$ cat config.mk
export PLATFORM = sky130hd
export DESIGN_NAME = bpl_ctrl
export DESIGN_NICKNAME = d
export VERILOG_FILES = /design/src/rtl/bpl_pkg.sv /design/src/rtl/bpl_ctrl.sv
export SDC_FILE = /design/constraint.sdc
export NUM_CORES = 1
export LEC_CHECK = 0
export BUFFER_PORTS_ARGS = -buffer_cell sky130_fd_sc_hd__buf_2
export CAP_MARGIN = 5
export CORE_UTILIZATION = 45
export DETAILED_ROUTE_END_ITERATION = 12
export HOLD_SLACK_MARGIN = 0.08
export PLACE_DENSITY = 0.76
export SKIP_LAST_GASP = 1
export SYNTH_ARGS = -nofsm -noshare
export SYNTH_HDL_FRONTEND = slang
export SYNTH_SLANG_ARGS = --single-unit
export TNS_END_PERCENT = 10
$ cat constraint.sdc
create_clock -name clk -period 2.62 [get_ports clk]
set_clock_uncertainty 0.1 [all_clocks]
set_input_delay 0 -clock clk [delete_from_list [all_inputs] [get_ports clk]]
set_output_delay 0 -clock clk [all_outputs]
set_load 0.02 [all_outputs]
$ cat src/rtl/bpl_pkg.sv
// ----------------------------------------------------------------------------
// bpl_pkg: shared constants and types for the blocked posting list lookup
// Status codes, opcodes, read-address selects and the controller/datapath
// command and status bundles.
// ----------------------------------------------------------------------------
package bpl_pkg;

	localparam int STORE_DEPTH_DEF = 4096;

	// varbyte coding
	localparam int GROUP_BITS = 7;
	localparam int SHIFT_MAX  = 63;
	localparam int SHIFT_LIM  = 32;	// groups at or above this bit are dropped

	// list metadata positions
	localparam int META_T     = 0;
	localparam int META_B     = 1;
	localparam int META_L     = 2;
	localparam int META_COUNT = 3;

	// stream layout
	localparam int IN_DATA_W  = 40;	// code_byte(8), doc_id(31), pad
	localparam int IN_USER_W  = 2;	// opcode, start_of_list
	localparam int OUT_DATA_W = 32;	// frequency(31), pad
	localparam int OUT_USER_W = 3;	// status(2), overflowed
	localparam int ID_W       = 31;
	localparam int FREQ_W     = 31;
	localparam int WORD_W     = 32;

	localparam logic OP_LOAD  = 1'b0;
	localparam logic OP_QUERY = 1'b1;

	typedef enum logic [1:0] {
		ST_FOUND     = 2'd0,
		ST_NOT_FOUND = 2'd1,
		ST_INVALID   = 2'd2
	} status_t;

	typedef enum logic [2:0] {
		RD_NONE,
		RD_T,
		RD_B,
		RD_L,
		RD_HEAD,
		RD_ID,
		RD_FREQ
	} rd_sel_t;

	typedef struct packed {
		logic    load;		// take one code byte
		logic    cap_id;	// latch query id, clear frequency
		rd_sel_t rd_sel;
		logic    cap_t;
		logic    cap_b;
		logic    cap_l;
		logic    chk1;		// range checks, b*(t-1)
		logic    head_init;
		logic    head_next;
		logic    blk_prev;	// search block before current head
		logic    blk_last;	// search last block
		logic    j_next;
		logic    freq_cap;
		logic    res_load;
		status_t res_code;
	} cmd_t;

	typedef struct packed {
		logic count_lt3;
		logic bad;
		logic id_lt_rd;
		logic id_eq_rd;
		logic i_zero;
		logic i_last;
		logic j_last;
		logic last_blk;
		logic out_busy;
	} stat_t;

endpackage

$ cat src/rtl/bpl_ctrl.sv
// ----------------------------------------------------------------------------
// bpl_ctrl: query sequencer
// Steps a lookup through metadata reads, head scan and block searches.
// ----------------------------------------------------------------------------
module bpl_ctrl (
	input  logic            clk,
	input  logic            arst_n,
	input  logic            in_valid,
	input  logic            opcode,
	output logic            in_ready,
	input  bpl_pkg::stat_t  stat,
	output bpl_pkg::cmd_t   cmd
);

	typedef enum logic [3:0] {
		S_IDLE,
		S_CHK0,
		S_RD1,
		S_RD2,
		S_RD3,
		S_CHK1,
		S_CHK2,
		S_HRD,
		S_HCMP,
		S_HNEXT,
		S_BRD,
		S_BCMP,
		S_FCAP,
		S_RES
	} state_t;

	state_t             state_q, state_nxt;
	bpl_pkg::status_t   code_q, code_nxt;

	always_comb begin
		state_nxt        = state_q;
		code_nxt         = code_q;
		in_ready         = 1'b0;
		cmd              = '0;
		cmd.rd_sel       = bpl_pkg::RD_NONE;
		cmd.res_code     = code_q;
		case (state_q)
			S_IDLE: begin
				in_ready = 1'b1;
				if (in_valid) begin
					if (opcode == bpl_pkg::OP_QUERY) begin
						cmd.cap_id = 1'b1;
						state_nxt  = S_CHK0;
					end else begin
						cmd.load = 1'b1;
					end
				end
			end
			S_CHK0: begin
				if (stat.count_lt3) begin
					code_nxt  = bpl_pkg::ST_INVALID;
					state_nxt = S_RES;
				end else begin
					cmd.rd_sel = bpl_pkg::RD_T;
					state_nxt  = S_RD1;
				end
			end
			S_RD1: begin
				cmd.rd_sel = bpl_pkg::RD_B;
				cmd.cap_t  = 1'b1;
				state_nxt  = S_RD2;
			end
			S_RD2: begin
				cmd.rd_sel = bpl_pkg::RD_L;
				cmd.cap_b  = 1'b1;
				state_nxt  = S_RD3;
			end
			S_RD3: begin
				cmd.cap_l = 1'b1;
				state_nxt = S_CHK1;
			end
			S_CHK1: begin
				cmd.chk1  = 1'b1;
				state_nxt = S_CHK2;
			end
			S_CHK2: begin
				if (stat.bad) begin
					code_nxt  = bpl_pkg::ST_INVALID;
					state_nxt = S_RES;
				end else begin
					cmd.head_init = 1'b1;
					state_nxt     = S_HRD;
				end
			end
			S_HRD: begin
				cmd.rd_sel = bpl_pkg::RD_HEAD;
				state_nxt  = S_HCMP;
			end
			S_HCMP: begin
				if (stat.id_lt_rd) begin
					if (stat.i_zero) begin
						code_nxt  = bpl_pkg::ST_NOT_FOUND;
						state_nxt = S_RES;
					end else begin
						cmd.blk_prev = 1'b1;
						state_nxt    = S_BRD;
					end
				end else begin
					state_nxt = S_HNEXT;
				end
			end
			S_HNEXT: begin
				if (stat.i_last) begin
					cmd.blk_last = 1'b1;
					state_nxt    = S_BRD;
				end else begin
					cmd.head_next = 1'b1;
					state_nxt     = S_HRD;
				end
			end
			S_BRD: begin
				cmd.rd_sel = bpl_pkg::RD_ID;
				state_nxt  = S_BCMP;
			end
			S_BCMP: begin
				if (stat.id_eq_rd) begin
					cmd.rd_sel = bpl_pkg::RD_FREQ;
					state_nxt  = S_FCAP;
				end else if (!stat.j_last) begin
					cmd.j_next = 1'b1;
					state_nxt  = S_BRD;
				end else if (stat.last_blk) begin
					code_nxt  = bpl_pkg::ST_NOT_FOUND;
					state_nxt = S_RES;
				end else begin
					state_nxt = S_HNEXT;
				end
			end
			S_FCAP: begin
				cmd.freq_cap = 1'b1;
				code_nxt     = bpl_pkg::ST_FOUND;
				state_nxt    = S_RES;
			end
			S_RES: begin
				if (!stat.out_busy) begin
					cmd.res_load = 1'b1;
					state_nxt    = S_IDLE;
				end
			end
			default: begin
				state_nxt = S_IDLE;
			end
		endcase
	end

	always_ff @(posedge clk or negedge arst_n) begin
		if (!arst_n) begin
			state_q <= S_IDLE;
			code_q  <= bpl_pkg::ST_FOUND;
		end else begin
			state_q <= state_nxt;
			code_q  <= code_nxt;
		end
	end

endmodule

==> results of run 1 <==
area by class of cell:
class	count	area share [%]
tap	16	2.07
inverter	6	2.33
clock buffer	3	2.33
multi-input combinational	90	53.4
timing repair buffer	39	24.3
sequential	6	15.5
per-layer routing:
| metal | up-vias | wire [um] | global-route usage, % |
|---|---|---|---|
| li1 | 474 | - | - |
| met5 | - | 0 | 0 |
| met2 | 47 | 1090 | 39.1 |
| met3 | 6 | 143 | 9.48 |
| met1 | 425 | 920 | 33.5 |
| met4 | 0 | 44 | 10.0 |
worst max-delay path, delay by kind of cell (launching register included):
kind            cells  cell delay, ns
flops               1            0.80
buf+inv             1            0.57
simple gates        1            0.45
compound gates      2            0.39
state kept, by name (all words and copies together) (netlist names):
register  cells
state_q       4
code_q        2
stage by stage:
stage	setup WS (ns)	hold slack [ns]	cell area, um^2	std cells
global route	0.109	0.112	967	160
global placement	0.766	-0.264	865	149
detailed placement	0.740	-0.261	865	149
floorplan	0.967	-0.396	738	111
finish	0.249	0.0878	967	160
CTS	0.322	0.0818	967	160
layout by cell type (no fill, tap or decap), drive strengths merged, types with 2 or more instances in the layout:
master        n
a21oi        10
a32oi         2
buf          31
clkbuf        3
dfrtp         6
dlygate4sd3   8
inv           6
nand2        13
nand2b        4
nand3b        2
nor2         15
nor2b         4
nor3         14
o21ai         3
o221ai        3
or3b          2
power by group:
part | switching, mW | internal [mW]
logic | 0.368 | 0.283
registers | 0.180 | 0.131
clock network | 0.0383 | 0.0522
total | 0.587 | 0.466
cells in the mapped netlist, drive strengths merged, types with 2 or more instances:
cell type	number
nor2	15
nor3	14
nand2	13
a21oi	10
buf	7
dfrtp	6
inv	6
nand2b	4
nor2b	4
o21ai	3
o221ai	3
a32oi	2
clkbuf	2
nand3b	2
or3b	2
logic make-up (layout without fill, tap and decap cells):
group,count (synthesis),in the layout,synth area share (%)
multiplexers,1,1,1.36
AO/OA/AOI/OAI,28,28,25.8
XOR/XNOR,1,1,1.19
AND/OR/NAND/NOR,60,60,41.7
flip-flops,6,6,20.3
buffers and inverters,15,48,9.66
final timing paths:
kind / end / slack [ns] / cells past startpoint
max reg2reg: state_q[1] / 0.25 / 4
min in group asynchronous: state_q[2] / 0.60 / 3
max: state_q[1] / 0.25 / 4
min reg2reg: code_q[1] / 0.47 / 2
max in group asynchronous: code_q[1] / 1.58 / 3
min: state_q[0] / 0.09 / 4
==> impl_metrics.tcl, run 1 <==
set metrics [dict create \
    cts_resized 0 \
    yosysSeqAreaShare_pct 20.3 \
    die_y_um 42.5 \
    syn_to_final_growth_pct 31.0 \
    postRouteAntennaNets 0 \
    place_congestion 0.877 \
    drive_gt1_share_pct 26.4 \
    port_buffers 31 \
    vias_per_cell 5.95 \
    end_kind "register" \
    postCtsHoldBufs 8 \
    fin_crit_ns 2.37 \
    cts_buffers 3 \
    synth_top_area_share_pct 20.3 \
    fmax_mhz 422 \
    antenna_found_initial 0 \
    post-cts-setup-buffers 0 \
    cts.sinks 6 \
    outcome "finished, final reports clean" \
    synth_cell_type_count 37 \
    slowest_delay_ns 0.80 \
    synth_edf_count 0 \
    finalMaxSlewViolations 0 \
    setup_viol 0 \
    criticalPathCategory "register to register" \
    synth.cell_area_um2 738 \
    ff_latch_area_um2 150 \
    cts_root_buffer "clkbuf_4" \
    finalHoldViolations 0 \
    slew-limit-headroom_pct 52.4 \
    grtUsageTotal_pct 25.9 \
    die_w_um 42.5 \
    synth-main-ff-cell "dfrtp_1" \
    syn_nets 124 \
    finalPower_mw 1.05 \
    critical_path_required_ns 2.71 \
    p_leak_nw 0.459 \
    clkTransAtPathRegs_ns 0.05 \
    avgSynthCellArea_um2 6.65 \
    num_io_pins 32 \
    drc_errors 0 \
    crit_fanout 22 \
    fp.coreArea_um2 1520 \
    clock_latency_ns 0.25 \
    htree_levels 1 \
    diodes 0 \
    rsz0062_at_grt "false" \
    ys_ff_latch 6 \
    multi_input_area_um2 517 \
    cp.arrival_ns 2.46 \
    vias 952 \
    drt_first_pass_iters 4 \
    vdd_drop_max_uv 615 \
    r2r-start "state_q[3]" \
    rows 14 \
    setup.worst_path.start "state_q[3]" \
    tritoncts "yes" \
    nFillCells 132 \
    power.density_nw_per_um2 1090 \
    synth_top_area_cell "dfrtp_1" \
    grt.overflow.total 0 \
    grt_pass1_wl_um 3560 \
    asyncSetResetFlopFracSynth_pct 100 \
    hold_path_class "input port to register" \
    wl_um 2200 \
    clockBufferDepth 2 \
    critPathLaunchType "register" \
    synth-warning-count 0 \
    die-area_um2 1810 \
    nets 159 \
    min_from "in_valid" \
    period_share_pct 90.5 \
    grt_max_degree 24 \
    critPathSlowestCell "dfrtp_1" \
    grt_pass1_vias 781 \
    wl_per_cell_um 13.8 \
    synthTopCellsByArea "dfrtp_1 20%, nor3_1 8.8%, nor2_1 7.6%" \
    drt_iter0_drc 32 \
    synthCells 111 \
    hpwl_um 1520 \
    start_util_pct 48.4 \
    post-route-util_pct 63.5 \
    tns_ns 0 \
    drv_cap 0 \
    cp_cell_sequence "nor2b_1, a32oi_1, o221ai_1, dlygate4sd3_1" \
    tightest_slew_ns 0.714 \
]
(Power assumes the default switching activity.)
==> run 2: changes to the inputs <==
==> constraint.sdc (replaced) <==
create_clock -name clk -period 2.2 [get_ports clk]
set_clock_uncertainty 0.1 [all_clocks]
set_input_delay 0.33 -clock clk [delete_from_list [all_inputs] [get_ports clk]]
set_output_delay 0.33 -clock clk [all_outputs]
set_load 0.02 [all_outputs]
==> run 2 against run 1 <==
Setup slack lost 0.062 ns. Hold slack gained 0.22 ns. Final cell count shrank 1.3%. Clock-buffer cell count is the same. Register-to-register slack gained 0.16 ns. Via count shrank 3.6%. Non-clock buffer count shrank 2. Utilization shrank 1.5 points. Critical endpoint is now cmd[16].
==> impl_metrics.tcl, run 2 (synthesis gave the netlist of run 1 again) <==
set metrics [dict create \
    outcome "finished, final reports clean" \
    fmax_mhz 497 \
    reg.largest.list "state_q x4, code_q x2" \
    place_congestion 0.915 \
    postRouteAntennaNets 0 \
    wl_um 2150 \
    p_switching_mw 0.713 \
    rr_worst_depth 4 \
    drt_first_pass_iters 4 \
    clkTransAtPathRegs_ns 0.05 \
    setup_viol 0 \
    reg2reg_setup_slack_ns 0.41 \
    end_kind "output port" \
    wl_per_cell_um 13.6 \
    tritoncts "yes" \
    cp_num_buf_inv 1 \
    r2r_end "state_q[0]" \
    path_delay_family "simple AND/OR/NAND/NOR gates" \
    rsz0062_at_grt "false" \
    clockBufferDepth 2 \
    drv_cap 0 \
    htree_levels 1 \
    vias 918 \
    die_w_um 42.5 \
    hpwl_um 1630 \
    criticalPathCategory "register to output port" \
    cp_num_cells 4 \
    hold_path_class "input port to register" \
    start_util_pct 48.4 \
    die_y_um 42.5 \
    p_comb_share_pct 69.6 \
    power_frac_seq_pct 22.7 \
    critPathLaunchType "register" \
    slowest_delay_ns 0.49 \
    power.density_nw_per_um2 1380 \
    p_leak_nw 0.454 \
    crit_fanout 14 \
    largest-register "state_q" \
    whs_ns 0.308 \
    grt_pass1_wl_um 3500 \
    setup.worst_path.start "state_q[1]" \
    grt_max_degree 20 \
    finalMaxSlewViolations 0 \
    r2r-start "state_q[2]" \
    drc_errors 0 \
    clock_latency_ns 0.24 \
    fin_crit_ns 2.01 \
    clkPwrFrac_pct 7.7 \
    slew-limit-headroom_pct 76.9 \
    cts_root_buffer "clkbuf_4" \
    diodes 0 \
    num_io_pins 32 \
    drive_gt1_share_pct 32.4 \
    grt_pass1_vias 756 \
    post-cts-setup-buffers 0 \
    port_buffers 31 \
    critPathCapture "cmd[16]" \
    syn_to_final_growth_pct 28.0 \
    finalHoldViolations 0 \
    fp.coreArea_um2 1520 \
    vias_per_cell 5.81 \
    cp_cell_sequence "or2_1, nor3_4, and3_1, buf_2" \
    tns_ns 0 \
    final_common_cell "buf_2" \
    critPathSlowestCell "dfrtp_2" \
    antenna_found_initial 0 \
    largest_reg_flops 4 \
    nets 157 \
    drt_iter0_drc 36 \
    cts.sinks 6 \
    rows 14 \
    p_sw_share_pct 54.5 \
    grt.overflow.total 0 \
    cp.arrival_ns 1.58 \
    vdd_drop_max_uv 702 \
    p_int_mw 0.595 \
    layout_common_cells "31 x buf_2, 15 x nor2_1, 13 x nor3_1, 13 x nand2_1, 10 x a21oi_1" \
    cts_buffers 3 \
    min_path_cells 2 \
    period_share_pct 91.5 \
    die-area_um2 1810 \
    grtUsageTotal_pct 24.9 \
    tightest_slew_ns 0.346 \
    critical_path_required_ns 1.77 \
]
==> run 2: timing repair <==
item,4_1_cts,5_1_grt
endpoints found under the hold margin,6,0
resized for setup,0,4
hold buffers,1,0
endpoints found under the setup margin,0,3
==> run 2: worst min-delay path by stage <==
stage,start,to
after global routing,stat[0],state_q[0]
after global placement,arst_n,state_q[0]
after CTS,stat[0],state_q[0]
after floorplan,arst_n,code_q[0]
final,stat[0],state_q[0]
after detailed placement,arst_n,state_q[0]
==> run 2: power by group through the flow <==
stage | clock network, mW | logic (mW) | registers (mW)
2_1_floorplan | 0 | 0.746 | 0.199
3_3_place_gp | 0 | 0.869 | 0.283
5_1_grt | 0.111 | 0.992 | 0.309
6_report | 0.100 | 0.911 | 0.297
3_5_place_dp | 0 | 0.887 | 0.285
4_1_cts | 0.104 | 0.890 | 0.287
==> run 2: through the flow <==
stage               power, mW  worst slack, ns  instances  cell area (um^2)  utilization (%)
finish                   1.31            0.186        158               945             62.0
CTS                      1.28           0.0854        158               935             61.3
global placement         1.15            0.382        154               902             59.2
global route             1.41           0.0532        158               945             62.0
detailed placement       1.17            0.359        154               902             59.2
floorplan               0.944            0.240        111               738                -
==> run 2: per-layer routing <==
metal / part of all wire (%) / track usage [%] / up-vias
met5: 0 / 0 / -
met4: 0.60 / 7.50 / 0
met3: 7.4 / 3.88 / 2
met2: 47 / 38.8 / 41
met1: 45 / 35.3 / 407
li1: - / - / 468
==> run 2: area by class of cell <==
cell class / instances / area, um^2
clock buffers: 3 / 22.5
well taps: 16 / 20.0
repair buffers: 37 / 203
multi-input cells: 90 / 523
flip-flops and latches: 6 / 154
inverters: 6 / 22.5
fillers: 157 / 579
